### src/rtl/core/msrp_pkg.sv
// Shared types, character codes and sizes for the MSRP message framer.
package msrp_pkg;

	localparam int IDENT_MAX   = 32;
	localparam int IDX_W       = $clog2(IDENT_MAX);
	localparam int LEN_W       = $clog2(IDENT_MAX + 1);
	localparam int MC_W        = $clog2(IDENT_MAX + 3);
	localparam int COUNT_BITS  = 24;
	localparam int HIST_DEPTH  = 8;
	localparam int PREFIX_LEN  = 4;
	localparam int DASH_RUN    = 7;
	localparam int BODY_TRAIL  = 9;
	localparam int QUEUE_DEPTH = 2;
	localparam int QPTR_W      = $clog2(QUEUE_DEPTH);
	localparam int QCNT_W      = $clog2(QUEUE_DEPTH + 1);

	localparam logic [COUNT_BITS-1:0] COUNT_MAX = {COUNT_BITS{1'b1}};

	localparam logic [7:0] CH_SPACE  = 8'h20;
	localparam logic [7:0] CH_CR     = 8'h0D;
	localparam logic [7:0] CH_LF     = 8'h0A;
	localparam logic [7:0] CH_DASH   = 8'h2D;
	localparam logic [7:0] CH_PLUS   = 8'h2B;
	localparam logic [7:0] CH_DOLLAR = 8'h24;
	localparam logic [7:0] CH_HASH   = 8'h23;
	localparam logic [7:0] CASE_BIT  = 8'h20;

	// lower-case "msrp"
	localparam logic [7:0] PFX_CHARS [PREFIX_LEN] = '{8'h6D, 8'h73, 8'h72, 8'h70};

	localparam logic [1:0] FLAG_NONE   = 2'd0;
	localparam logic [1:0] FLAG_PLUS   = 2'd1;
	localparam logic [1:0] FLAG_DOLLAR = 2'd2;
	localparam logic [1:0] FLAG_HASH   = 2'd3;

	typedef enum logic [2:0] {
		EV_NONE  = 3'd0,
		EV_ID    = 3'd1,
		EV_LINE  = 3'd2,
		EV_BODY  = 3'd3,
		EV_DONE  = 3'd4,
		EV_ERROR = 3'd5
	} event_t;

	typedef enum logic [3:0] {
		PH_PREFIX  = 4'd0,
		PH_IDFIRST = 4'd1,
		PH_IDENT   = 4'd2,
		PH_METHOD  = 4'd3,
		PH_HEADERS = 4'd4,
		PH_HDRDASH = 4'd5,
		PH_BODY    = 4'd6,
		PH_ENDID   = 4'd7,
		PH_ERROR   = 4'd8
	} phase_t;

	// classified input byte, front to back
	typedef struct packed {
		logic                  restart;
		logic [7:0]            data;
		logic                  is_space;
		logic                  is_alnum;
		logic                  is_cr;
		logic                  is_lf;
		logic                  is_dash;
		logic [1:0]            flag;
		logic [PREFIX_LEN-1:0] pfx_hit;
	} item_t;

	// byte class kept in the history window
	typedef struct packed {
		logic cr;
		logic lf;
		logic dash;
	} hcls_t;

	typedef struct packed {
		event_t                ev;
		logic [1:0]            flag;
		logic [LEN_W-1:0]      idl;
		logic [COUNT_BITS-1:0] body;
		logic [COUNT_BITS-1:0] msg;
	} res_t;

endpackage

### src/rtl/core/msrp_if.sv
// Valid/ready channel interfaces for the byte input and the result output.
interface msrp_byte_if;
	import msrp_pkg::*;
	logic       valid;
	logic       ready;
	logic [7:0] data_byte;
	logic       restart;
	modport source(output valid, output data_byte, output restart, input ready);
	modport sink(input valid, input data_byte, input restart, output ready);
endinterface

interface msrp_result_if;
	import msrp_pkg::*;
	logic                  valid;
	logic                  ready;
	logic [2:0]            event_res;
	logic [1:0]            cont_flag;
	logic [LEN_W-1:0]      ident_length;
	logic [COUNT_BITS-1:0] body_length;
	logic [COUNT_BITS-1:0] message_length;
	modport source(output valid, output event_res, output cont_flag, output ident_length,
		output body_length, output message_length, input ready);
	modport sink(input valid, input event_res, input cont_flag, input ident_length,
		input body_length, input message_length, output ready);
endinterface

### src/rtl/core/msrp_front.sv
// Front end: accepts stream bytes and classifies them for the parser.
module msrp_front (
	msrp_byte_if.sink        rx,
	output logic             push_valid,
	output msrp_pkg::item_t  push_item,
	input  logic             push_ready
);
	import msrp_pkg::*;

	logic [7:0] b;

	assign b          = rx.data_byte;
	assign push_valid = rx.valid;
	assign rx.ready   = push_ready;

	always_comb begin
		push_item          = '0;
		push_item.restart  = rx.restart;
		push_item.data     = b;
		push_item.is_space = (b == CH_SPACE);
		// digits, upper and lower case letters
		push_item.is_alnum = b inside {[8'h30:8'h39], [8'h41:8'h5A], [8'h61:8'h7A]};
		push_item.is_cr    = (b == CH_CR);
		push_item.is_lf    = (b == CH_LF);
		push_item.is_dash  = (b == CH_DASH);
		case (b)
			CH_PLUS:   push_item.flag = FLAG_PLUS;
			CH_DOLLAR: push_item.flag = FLAG_DOLLAR;
			CH_HASH:   push_item.flag = FLAG_HASH;
			default:   push_item.flag = FLAG_NONE;
		endcase
		for (int i = 0; i < PREFIX_LEN; i++) begin
			push_item.pfx_hit[i] = ((b | CASE_BIT) == PFX_CHARS[i]);
		end
	end

endmodule

### src/rtl/core/msrp_queue.sv
// Short queue of classified bytes between front and back.
module msrp_queue (
	input  logic             clk,
	input  logic             arst_n,
	input  logic             push_valid,
	input  msrp_pkg::item_t  push_item,
	output logic             push_ready,
	output logic             pop_valid,
	output msrp_pkg::item_t  pop_item,
	input  logic             pop_ready
);
	import msrp_pkg::*;

	item_t             mem_q [QUEUE_DEPTH];
	logic [QPTR_W-1:0] wr_q;
	logic [QPTR_W-1:0] rd_q;
	logic [QCNT_W-1:0] cnt_q;
	logic              push;
	logic              pop;

	assign push_ready = (cnt_q != QCNT_W'(QUEUE_DEPTH));
	assign pop_valid  = (cnt_q != '0);
	assign pop_item   = mem_q[rd_q];
	assign push       = push_valid && push_ready;
	assign pop        = pop_valid && pop_ready;

	always_ff @(posedge clk) begin
		if (push) begin
			mem_q[wr_q] <= push_item;
		end
	end

	always_ff @(posedge clk or negedge arst_n) begin
		if (!arst_n) begin
			wr_q  <= '0;
			rd_q  <= '0;
			cnt_q <= '0;
		end else begin
			if (push) begin
				wr_q <= wr_q + 1'b1;
			end
			if (pop) begin
				rd_q <= rd_q + 1'b1;
			end
			case ({push, pop})
				2'b10:   cnt_q <= cnt_q + 1'b1;
				2'b01:   cnt_q <= cnt_q - 1'b1;
				default: cnt_q <= cnt_q;
			endcase
		end
	end

endmodule

### src/rtl/core/msrp_back.sv
// Back end: message parser state machine, id store, counters and result register.
module msrp_back (
	input  logic              clk,
	input  logic              arst_n,
	input  logic              item_valid,
	input  msrp_pkg::item_t   item,
	output logic              item_ready,
	msrp_result_if.source     res
);
	import msrp_pkg::*;

	phase_t                phase_q, phase_d, phase_b;
	logic [MC_W-1:0]       mc_q, mc_d, mc_b;
	hcls_t [HIST_DEPTH-1:0] hist_q, hist_d, hist_b;
	logic [LEN_W-1:0]      ilen_q, ilen_d, ilen_b;
	logic [COUNT_BITS-1:0] bcnt_q, bcnt_d, bcnt_b;
	logic [COUNT_BITS-1:0] mcnt_q, mcnt_d, mcnt_b;
	logic [1:0]            flag_q, flag_d, flag_b;
	logic [7:0]            ident_q [IDENT_MAX];
	logic                  id_we;
	logic [IDX_W-1:0]      id_wa;
	logic [7:0]            id_rd;
	hcls_t                 cur;
	logic                  hit;
	logic                  adv;
	logic                  out_valid_q;
	res_t                  out_q, res_d;

	assign adv        = item_valid && (!out_valid_q || res.ready);
	assign item_ready = !out_valid_q || res.ready;

	// restart clears the parser before the byte is taken
	assign phase_b = item.restart ? PH_PREFIX  : phase_q;
	assign mc_b    = item.restart ? '0         : mc_q;
	assign hist_b  = item.restart ? '0         : hist_q;
	assign ilen_b  = item.restart ? '0         : ilen_q;
	assign bcnt_b  = item.restart ? '0         : bcnt_q;
	assign mcnt_b  = item.restart ? '0         : mcnt_q;
	assign flag_b  = item.restart ? FLAG_NONE  : flag_q;

	assign cur   = '{cr: item.is_cr, lf: item.is_lf, dash: item.is_dash};
	assign id_rd = ident_q[mc_b[IDX_W-1:0]];

	// end-line in the body: CRLF then seven dashes, newest byte last
	always_comb begin
		hit = hist_b[7].cr && hist_b[6].lf && cur.dash;
		for (int k = 0; k < DASH_RUN - 1; k++) begin
			hit = hit && hist_b[k].dash;
		end
	end

	always_comb begin
		phase_d  = phase_b;
		mc_d     = mc_b;
		hist_d   = {hist_b[HIST_DEPTH-2:0], cur};
		ilen_d   = ilen_b;
		bcnt_d   = bcnt_b;
		mcnt_d   = mcnt_b;
		flag_d   = flag_b;
		id_we    = 1'b0;
		id_wa    = ilen_b[IDX_W-1:0];
		res_d    = '0;
		res_d.ev = EV_NONE;
		if (mcnt_b != COUNT_MAX) begin
			mcnt_d = mcnt_b + 1'b1;
		end
		case (phase_b)
			PH_PREFIX: begin
				if (mc_b < MC_W'(PREFIX_LEN)) begin
					if (item.pfx_hit[mc_b[$clog2(PREFIX_LEN)-1:0]]) begin
						mc_d = mc_b + 1'b1;
					end else begin
						res_d.ev = EV_ERROR;
					end
				end else if (item.is_space) begin
					phase_d = PH_IDFIRST;
					mc_d    = '0;
					hist_d  = '0;
				end else begin
					res_d.ev = EV_ERROR;
				end
			end
			PH_IDFIRST: begin
				if (item.is_alnum) begin
					id_we   = 1'b1;
					id_wa   = '0;
					ilen_d  = LEN_W'(1);
					phase_d = PH_IDENT;
					mc_d    = '0;
					hist_d  = '0;
				end else begin
					res_d.ev = EV_ERROR;
				end
			end
			PH_IDENT: begin
				if (item.is_space) begin
					res_d.ev = EV_ID;
					phase_d  = PH_METHOD;
					mc_d     = '0;
					hist_d   = '0;
				end else if (ilen_b >= LEN_W'(IDENT_MAX)) begin
					res_d.ev = EV_ERROR;
				end else begin
					id_we  = 1'b1;
					ilen_d = ilen_b + 1'b1;
				end
			end
			PH_METHOD: begin
				if (hist_b[0].cr && cur.lf) begin
					res_d.ev = EV_LINE;
					phase_d  = PH_HEADERS;
					mc_d     = '0;
					hist_d   = '0;
				end
			end
			PH_HEADERS: begin
				if (hist_b[2].cr && hist_b[1].lf) begin
					if (hist_b[0].cr && cur.lf) begin
						res_d.ev = EV_BODY;
						bcnt_d   = '0;
						phase_d  = PH_BODY;
						mc_d     = '0;
						hist_d   = '0;
					end else if (hist_b[0].dash && cur.dash) begin
						phase_d = PH_HDRDASH;
						mc_d    = MC_W'(2);
						hist_d  = '0;
					end
				end
			end
			PH_HDRDASH: begin
				if (cur.dash) begin
					mc_d = mc_b + 1'b1;
					if (mc_d >= MC_W'(DASH_RUN)) begin
						phase_d = PH_ENDID;
						mc_d    = '0;
						hist_d  = '0;
					end
				end else begin
					res_d.ev = EV_ERROR;
				end
			end
			PH_BODY: begin
				if (bcnt_b != COUNT_MAX) begin
					bcnt_d = bcnt_b + 1'b1;
				end
				if (hit) begin
					// drop the CRLF and seven dashes already counted
					if (bcnt_d != COUNT_MAX) begin
						bcnt_d = bcnt_d - COUNT_BITS'(BODY_TRAIL);
					end
					phase_d = PH_ENDID;
					mc_d    = '0;
					hist_d  = '0;
				end
			end
			PH_ENDID: begin
				if (MC_W'(ilen_b) > mc_b) begin
					if (item.data == id_rd) begin
						mc_d = mc_b + 1'b1;
					end else begin
						res_d.ev = EV_ERROR;
					end
				end else if (mc_b == MC_W'(ilen_b)) begin
					if (item.flag != FLAG_NONE) begin
						flag_d = item.flag;
					end else begin
						res_d.ev = EV_ERROR;
					end
					mc_d = mc_b + 1'b1;
				end else if (mc_b == MC_W'(ilen_b) + 1'b1) begin
					if (item.is_cr) begin
						mc_d = mc_b + 1'b1;
					end else begin
						res_d.ev = EV_ERROR;
					end
				end else begin
					if (item.is_lf) begin
						res_d.ev   = EV_DONE;
						res_d.flag = flag_b;
						res_d.body = bcnt_b;
					end else begin
						res_d.ev = EV_ERROR;
					end
				end
			end
			default: begin
				res_d.ev = EV_ERROR;
			end
		endcase
		if (res_d.ev == EV_ERROR) begin
			phase_d = PH_ERROR;
		end
		res_d.idl = ilen_d;
		res_d.msg = mcnt_d;
		// completed message: next byte opens a fresh one
		if (res_d.ev == EV_DONE) begin
			phase_d = PH_PREFIX;
			mc_d    = '0;
			hist_d  = '0;
			ilen_d  = '0;
			bcnt_d  = '0;
			mcnt_d  = '0;
			flag_d  = FLAG_NONE;
		end
	end

	always_ff @(posedge clk) begin
		if (adv && id_we) begin
			ident_q[id_wa] <= item.data;
		end
		if (adv) begin
			out_q <= res_d;
		end
	end

	always_ff @(posedge clk or negedge arst_n) begin
		if (!arst_n) begin
			phase_q     <= PH_PREFIX;
			mc_q        <= '0;
			hist_q      <= '0;
			ilen_q      <= '0;
			bcnt_q      <= '0;
			mcnt_q      <= '0;
			flag_q      <= FLAG_NONE;
			out_valid_q <= 1'b0;
		end else begin
			if (adv) begin
				phase_q <= phase_d;
				mc_q    <= mc_d;
				hist_q  <= hist_d;
				ilen_q  <= ilen_d;
				bcnt_q  <= bcnt_d;
				mcnt_q  <= mcnt_d;
				flag_q  <= flag_d;
			end
			if (adv) begin
				out_valid_q <= 1'b1;
			end else if (res.ready) begin
				out_valid_q <= 1'b0;
			end
		end
	end

	assign res.valid          = out_valid_q;
	assign res.event_res      = out_q.ev;
	assign res.cont_flag      = out_q.flag;
	assign res.ident_length   = out_q.idl;
	assign res.body_length    = out_q.body;
	assign res.message_length = out_q.msg;

endmodule

### src/rtl/core/msrp_message_framer.sv
// MSRP message framer top level: classifier, byte queue and parser with result register.
// Path: an accepted byte is stored in the queue, and the parser then registers its result.
// Throughput: one byte per cycle; the parser takes one queued byte whenever its result
// register is empty or being drained, and the two-entry queue absorbs output stalls.
// Reset: arst_n clears the queue, parser state, counters and result valid; the id store
// holds no reset value and is written before it is read.
module msrp_message_framer (
	input  logic          clk,
	input  logic          arst_n,
	msrp_byte_if.sink     rx,
	msrp_result_if.source res
);
	import msrp_pkg::*;

	logic  push_valid;
	logic  push_ready;
	item_t push_item;
	logic  pop_valid;
	logic  pop_ready;
	item_t pop_item;

	msrp_front u_front (
		.rx         (rx),
		.push_valid (push_valid),
		.push_item  (push_item),
		.push_ready (push_ready)
	);

	msrp_queue u_queue (
		.clk        (clk),
		.arst_n     (arst_n),
		.push_valid (push_valid),
		.push_item  (push_item),
		.push_ready (push_ready),
		.pop_valid  (pop_valid),
		.pop_item   (pop_item),
		.pop_ready  (pop_ready)
	);

	msrp_back u_back (
		.clk        (clk),
		.arst_n     (arst_n),
		.item_valid (pop_valid),
		.item       (pop_item),
		.item_ready (pop_ready),
		.res        (res)
	);

endmodule

### src/flat_wrapper.sv
// flat-port wrapper written by rule: the top's interface ports become plain ports
module msrp_message_framer_flat import msrp_pkg::*;
  (clk, arst_n, rx_valid, rx_data_byte, rx_restart, rx_ready, res_valid, res_event_res, res_cont_flag, res_ident_length, res_body_length, res_message_length, res_ready);
  msrp_byte_if rx_i ();
  msrp_result_if res_i ();
  input  logic clk;
  input  logic arst_n;
  input wire logic [$bits(rx_i.valid)-1:0] rx_valid;
  input wire logic [$bits(rx_i.data_byte)-1:0] rx_data_byte;
  input wire logic [$bits(rx_i.restart)-1:0] rx_restart;
  output wire logic [$bits(rx_i.ready)-1:0] rx_ready;
  output wire logic [$bits(res_i.valid)-1:0] res_valid;
  output wire logic [$bits(res_i.event_res)-1:0] res_event_res;
  output wire logic [$bits(res_i.cont_flag)-1:0] res_cont_flag;
  output wire logic [$bits(res_i.ident_length)-1:0] res_ident_length;
  output wire logic [$bits(res_i.body_length)-1:0] res_body_length;
  output wire logic [$bits(res_i.message_length)-1:0] res_message_length;
  input wire logic [$bits(res_i.ready)-1:0] res_ready;
  assign rx_i.valid = rx_valid;
  assign rx_i.data_byte = rx_data_byte;
  assign rx_i.restart = rx_restart;
  assign rx_ready = rx_i.ready;
  assign res_valid = res_i.valid;
  assign res_event_res = res_i.event_res;
  assign res_cont_flag = res_i.cont_flag;
  assign res_ident_length = res_i.ident_length;
  assign res_body_length = res_i.body_length;
  assign res_message_length = res_i.message_length;
  assign res_i.ready = res_ready;
  msrp_message_framer u_core (.clk(clk), .arst_n(arst_n), .rx(rx_i), .res(res_i));
endmodule
### config.mk
export PLATFORM = sky130hd
export DESIGN_NAME = msrp_message_framer_flat
export DESIGN_NICKNAME = d
export VERILOG_FILES = /design/src/rtl/core/msrp_pkg.sv /design/src/rtl/core/msrp_if.sv /design/src/rtl/core/msrp_front.sv /design/src/rtl/core/msrp_queue.sv /design/src/rtl/core/msrp_back.sv /design/src/rtl/core/msrp_message_framer.sv /design/src/flat_wrapper.sv
export SDC_FILE = /design/constraint.sdc
export NUM_CORES = 1
export LEC_CHECK = 0
export ABC_CLOCK_PERIOD_IN_PS = 12790
export BUFFER_PORTS_ARGS = -buffer_cell sky130_fd_sc_hd__buf_2
export CAP_MARGIN = 15
export CELL_PAD_IN_SITES_DETAIL_PLACEMENT = 0
export CELL_PAD_IN_SITES_GLOBAL_PLACEMENT = 2
export CORE_MARGIN = 4
export CORE_UTILIZATION = 47
export CTS_CLUSTER_SIZE = 16
export DETAILED_ROUTE_END_ITERATION = 8
export PLACE_DENSITY_LB_ADDON = 0.1
export SETUP_SLACK_MARGIN = 0.02
export SLEW_MARGIN = 20
export SYNTH_ARGS = -nofsm -noshare
export SYNTH_HDL_FRONTEND = slang
export SYNTH_SLANG_ARGS = --single-unit
### constraint.sdc
create_clock -name clk -period 12.79 [get_ports clk]
set_clock_uncertainty 0.15 [all_clocks]
set_input_delay 1.279 -clock clk [delete_from_list [all_inputs] [get_ports clk]]
set_output_delay 1.279 -clock clk [all_outputs]
set_load 0.03 [all_outputs]
After elaboration in Yosys (flattened, before gate mapping)
Memory sizes are Yosys's and may differ from the RTL's.
Index checks and enable logic that the tools add are counted.
- memory bits (writable): 296
- word-level logic and storage cells: 223
- memories: 2
- input bits: 13
- register bits: 154
- output and inout bits: 61
- memory list (memory ; depth ; width ; read ports ; clocked after Yosys merged registers in ; write ports ; line ; RTL):
    u_core.u_back.ident_q ; 32 ; 8 ; 1 ; 0 ; 1 ; msrp_back.sv:19 ; logic [7:0] ident_q [IDENT_MAX];
    u_core.u_queue.mem_q ; 2 ; 20 ; 1 ; 0 ; 1 ; msrp_queue.sv:14 ; item_t mem_q [QUEUE_DEPTH];
- muxes and demuxes: 105
- $add $sub $neg: 9
- order comparisons: 11
- reductions and logical operators: 26
- bitwise gates (word level): 2
- equality and inequality tests: 29
- operators by type and width (operator ; count):
    2-to-1 mux 24 bit ; 23
    case mux 24 bit (7 select lines) ; 1
    2-to-1 mux 6 bit ; 23
    inequality test 24 bit (second input constant) ; 3
    2-to-1 mux 4 bit ; 14
    adder 24 x 1 -> 24 bit (second input constant) ; 2
    case mux 24 bit (2 select lines) ; 1
    case mux 6 bit (8 select lines) ; 1
    equality test 8 x 6 -> 1 bit (second input constant) ; 5
    2-to-1 mux 3 bit ; 13
    equality test 7 x 6 -> 1 bit (second input constant) ; 4
    case mux 4 bit (7 select lines) ; 1
    case mux 3 bit (8 select lines) ; 1
    subtractor 24 x 4 -> 24 bit (second input constant) ; 1
    2-to-1 mux 2 bit ; 9
    logical AND 1 bit ; 17
    equality test 4 x 3 -> 1 bit (second input constant) ; 4
    equality test 8 x 4 -> 1 bit (second input constant) ; 2
    >= comparator 8 x 7 -> 1 bit (second input constant) ; 2
    less-or-equal comparator 8 x 7 -> 1 bit (second input constant) ; 2
    adder 6 x 1 -> 6 bit (second input constant) ; 2
    equality test 6 bit ; 2
    case mux 6 bit (2 select lines) ; 1
    2-to-1 mux 1 bit ; 11
    other kinds (29) ; 37

Logic depth before layout (Yosys ltp)
An unclocked memory read counts as a cell.
- depth in word-level cells: 14
- gate-level depth with buffers: 25

Modules after synthesis
A second synthesis with hierarchy kept.
- cells, all modules: 1805
- area total of the unflattened synthesis: 21625.7 µm²
- modules (own cells, without submodules) (module ; area an instance (µm²) ; instances ; cells each):
    msrp_back ; 19738.9 ; 1 ; 1686
    msrp_queue ; 1631.6 ; 1 ; 79
    msrp_front ; 255.2 ; 1 ; 40

Worst setup path before layout
No wires, ideal clock.
- path kind: input to register
- from: in res_ready
- to: reg u_core.u_queue.cnt_q[1]
- required time: 12.561 ns
- slack: 7.982 ns
- stages: 8
- library setup time: 0.079 ns
- data arrival time: 4.579 ns
- cells stage by stage: nand2b_1 -> o21ai_1 -> inv_1 -> clkbuf_1 -> clkbuf_1 -> ha_1 -> nor2_1 -> xor2_1
- cells in the longest elaborated chain, start to end: 4
- elaborated cells on any way between the ends: 6
- classes of those cells: 2 x eq/ne; 1 x mux; 3 x reduce/logical
- RTL lines (what ; line ; RTL):
    start: declaration ; flat_wrapper.sv:18 ; input wire logic [$bits(res_i.ready)-1:0] res_ready;
    logical OR 1 bit * ; - ;
    logical AND 1 bit * ; - ;
    net u_core.u_back.adv ; msrp_back.sv:25 ; logic adv;
    equality test 2 x 1 -> 1 bit / equality test 2 bit (equally long branches) ; msrp_queue.sv:45 ; case ({push, pop})
    case mux 2 bit (2 select lines) / nonzero test 2 bit (equally long branches) ; - ;
    end signal: assignment ; msrp_queue.sv:46 ; 2'b10: cnt_q <= cnt_q + 1'b1;
    end signal: assignment ; msrp_queue.sv:47 ; 2'b01: cnt_q <= cnt_q - 1'b1;
    end signal: assignment ; msrp_queue.sv:48 ; default: cnt_q <= cnt_q;
    end: declaration ; msrp_queue.sv:17 ; logic [QCNT_W-1:0] cnt_q;
The timed path passes the listed nets; every way through them passes the cells marked *.
A chain may end at the register's enable or synchronous reset.

Worst setup path after layout
- from: reg u_core.u_queue.rd_q
- to: reg u_core.u_back.bcnt_q[23]
- elaborated cells on any way between the ends: 66
- classes of those cells: 3 x add/sub; 3 x order compare; 13 x eq/ne; 33 x mux; 12 x reduce/logical; 2 x memory
- RTL lines (what ; line ; RTL):
    start: declaration ; msrp_queue.sv:16 ; logic [QPTR_W-1:0] rd_q;
    start signal: assignment ; msrp_queue.sv:43 ; rd_q <= rd_q + 1'b1;
    memory (2 x 20 bit) * ; - ;
    2-to-1 mux 24 bit * ; msrp_back.sv:37 ; assign bcnt_b = item.restart ? '0 : bcnt_q;
    net u_core.u_back.bcnt_b[0] ; msrp_back.sv:16 ; logic [COUNT_BITS-1:0] bcnt_q, bcnt_d, bcnt_b;
    adder 24 x 1 -> 24 bit / inequality test 24 bit (equally long branches) ; msrp_back.sv:145, msrp_back.sv:144 ;
    2-to-1 mux 24 bit * ; msrp_back.sv:144 ; if (bcnt_b != COUNT_MAX) begin
    2-to-1 mux 24 bit * ; msrp_back.sv:67 ; case (phase_b)
    subtractor 24 x 4 -> 24 bit / inequality test 24 bit (equally long branches) ; msrp_back.sv:150, msrp_back.sv:149 ;
    2-to-1 mux 24 bit ; msrp_back.sv:149 ; if (bcnt_d != COUNT_MAX) begin
    2-to-1 mux 24 bit * ; msrp_back.sv:147 ; if (hit) begin
    case mux 24 bit (2 select lines) * ; msrp_back.sv:67 ;
    2-to-1 mux 24 bit * ; msrp_back.sv:197 ; if (res_d.ev == EV_DONE) begin
    end signal: assignment ; msrp_back.sv:233 ; bcnt_q <= bcnt_d;
    end: declaration ; msrp_back.sv:16 ;
The timed path passes the listed nets; every way through them passes the cells marked *. The select of a mux whose other input is x is not followed.

==> results.json <==
{
  "drive_above_1_share_pct": 12.8,
  "synthTopCellsByArea": "edfxtp_1 (49%), dfrtp_1 (11%), nand2_1 (3.4%)",
  "wl_per_cell_um": 22.8,
  "crit_path_start_kind": "flip-flop",
  "timing.setup.tns_ns": 0,
  "min_path_type": "flip-flop to flip-flop",
  "cts_setup_buffers": 0,
  "drt_iter0_drc": 1132,
  "grt_overflow": 0,
  "die-area_um2": 49500,
  "synthArstFlopShare_pct": 20.6,
  "htree_levels": 2,
  "yosysWarnings": 0,
  "crit_fanout": 55,
  "ys_types": 100,
  "via_per_inst": 5.91,
  "clock_path_buffers": 3,
  "dp_hpwl_mm": 37.3,
  "finalCritPeriodShare_pct": 41.1,
  "finalPower_mw": 4.82,
  "setup_viol": 0,
  "grt_setup_unrepaired": "no",
  "cts_tree": "yes",
  "grt_util_all_layers_pct": 22.4,
  "ys_top_cells_by_count": "edfxtp_1 (355), nand2_1 (194), nor2_1 (162)",
  "totalWireLength_mm": 56.6,
  "area_growth_syn_to_layout_pct": 10.8,
  "pre_cts_slack_ns": 7.55,
  "yosysMostFrequentCell": "edfxtp_1",
  "r2r_slack_ns": 7.53,
  "fin_crit_ns": 5.26,
  "core_um2": 45400,
  "grt_pass1_wl_mm": 87.4,
  "antenna_cells": 0,
  "hold_viol": 0,
  "ant_nets": 0,
  "holdBufCountCts": 0,
  "crit_buf_inv": 2,
  "fin_util_pct": 52.8,
  "synth_top_cell_by_area": "edfxtp_1",
  "path_class": "flip-flop to flip-flop",
  "cts_resized": 0,
  "syn_nets": 1842,
  "num_vias": 14674,
  "dr.pass1.iters": 5,
  "ioPinCount": 74,
  "grt_pass1_vias": 14291,
  "worstPathArrival_ns": 5.58,
  "ys.flop_type": "edfxtp_1",
  "crit_path_end_kind": "flip-flop",
  "synth_edf_count": 355,
  "netlist.area_leader.share_pct": 49.3,
  "max_freq_mhz": 190,
  "ys_seq_area_share_pct": 60.0,
  "maxCapViolations": 0,
  "insertion_delay_ns": 0.61,
  "irDropWorstVdd_mv": 0.144,
  "clk_pin_slew_worst_paths_ns": 0.07,
  "slowest_stage": "dfrtp_1",
  "avgSynthCellArea_um2": 11.9,
  "required_ns": 13.11,
  "status": "finished clean",
  "dieWidth_um": 222,
  "fp-row-count": 78,
  "fp.dieH_um": 222,
  "maxSlewHeadroom_pct": 25.5,
  "gp_congestion": 0.873,
  "cts_num_sinks": 447,
  "tightestPinTransition_ns": 1.11,
  "cts_root_buf": "clkbuf_16",
  "cp_cell_sequence": "mux2i_4, buf_4, nand2_1, inv_1, ha_1, and4_1, nand4b_1, or3_1, mux2i_1, o21bai_2, nand2_2, nor4_2, nand4_1, xnor2_1, a221oi_1, nor2_1",
  "synth-seq-cells": 447,
  "antenna_found_initial": 0,
  "cpPeakStageDelay_ns": 0.62,
  "io_buffers": 73,
  "leakagePower_nw": 8.26,
  "powerDensity_nw_per_um2": 201,
  "maxSlewViolCount": 0,
  "drcViolationCount": 0,
  "cts_buffers": 48,
  "setup_ws_ns": 7.53,
  "netlist_area_um2": 21600,
  "grt_max_degree": 81,
  "nets": 1870,
  "initial_core_util_pct": 47.6,
  "cpLargestDelayFamily": "simple AND/OR/NAND/NOR gates",
  "netlist_instances": 1816
}
-- report_power, final --
part           internal [mW]  total (mW)  switching (mW)  leakage [nW]
logic                  0.407        1.46            1.06          2.96
clock network          0.825        1.41           0.582         0.775
registers               1.84        1.95           0.110          4.52
-- cell type report --
type                            instances  area, um^2
Fill cell                            3931       21400
Sequential cell                       447       13000
Multi-Input combinational cell       1215        7970
Clock buffer                           61        1260
Tap cell                              600         751
Timing Repair Buffer                   88         480
Clock inverter                         29         347
Inverter                               44         171
-- logic make-up (layout without fill, tap and decap cells) --
family	after synthesis	after routing	synth area share [%]
AND/OR/NAND/NOR	649	649	15.3
flip-flops	447	447	60.0
AO/OA/AOI/OAI	392	392	12.7
buffers and inverters	154	222	3.29
multiplexers	90	90	5.07
XOR/XNOR	71	71	2.88
adder cells (fa/ha/maj)	13	13	0.753
-- worst min-delay path: cells and delay by family (launching register included) --
family	cells	cell delay (ns)
DFF	1	0.34
AOI/OAI and AO/OA	1	0.06
and+or+nand+nor	1	0.05
-- layer usage --
metal,track usage [%],wire length [um],vias to the layer above
li1,-,-,6955
met1,31.4,25100,7277
met2,36.5,27100,360
met3,2.83,2490,82
met4,7.66,1860,0
met5,0,0,-
-- path summary, 6_finish.rpt --
kind                                          from                       end  depth (start not counted)
setup / recovery               u_core.u_queue.rd_q  u_core.u_back.bcnt_q[23]                         16
hold / removal             u_core.u_back.hist_q[5]   u_core.u_back.hist_q[5]                          2
setup reg to reg               u_core.u_queue.rd_q  u_core.u_back.bcnt_q[23]                         16
hold reg to reg            u_core.u_back.hist_q[5]   u_core.u_back.hist_q[5]                          2
max in group asynchronous                   arst_n     u_core.u_back.mc_q[1]                          2
min in group asynchronous                   arst_n  u_core.u_back.mcnt_q[12]                          1
-- layout by cell type (no fill, tap or decap), types with 48 or more instances in the layout --
cell type,instances
edfxtp_1,355
nand2_1,194
nor2_1,160
dfrtp_1,90
buf_2,72
o21ai_0,71
a21oi_1,58
mux2i_1,57
nand3_1,50
clkbuf_16,48
-- state kept, by name, indices dropped and copies added, names as in the netlist --
signal	cells
u_core.u_back.flag_q	2
u_core.u_back.res.ident_length	6
u_core.u_back.res.cont_flag	2
u_core.u_back.res.valid	1
u_core.u_queue.mem_q	40
u_core.u_back.res.body_length	24
u_core.u_back.res.event_res	3
u_core.u_back.phase_q	4
u_core.u_back.ident_q	256
u_core.u_back.bcnt_q	24
u_core.u_back.mcnt_q	24
u_core.u_back.mc_q	6
u_core.u_back.hist_q	21
u_core.u_queue.cnt_q	2
u_core.u_queue.rd_q	1
u_core.u_queue.wr_q	1
u_core.u_back.res.message_length	24
u_core.u_back.ilen_q	6
-- per-stage QoR --
| stage | hold slack, ns | cell area (um^2) | instances |
|---|---|---|---|
| 2_1_floorplan | 0.294 | 21600 | 1816 |
| 3_3_place_gp | 0.312 | 22300 | 2394 |
| 3_5_place_dp | 0.317 | 22300 | 2394 |
| 4_1_cts | 0.333 | 23900 | 2484 |
| 5_1_grt | 0.358 | 23900 | 2484 |
| 6_report | 0.331 | 23900 | 2484 |
Power figures use the tool's default switching activity.
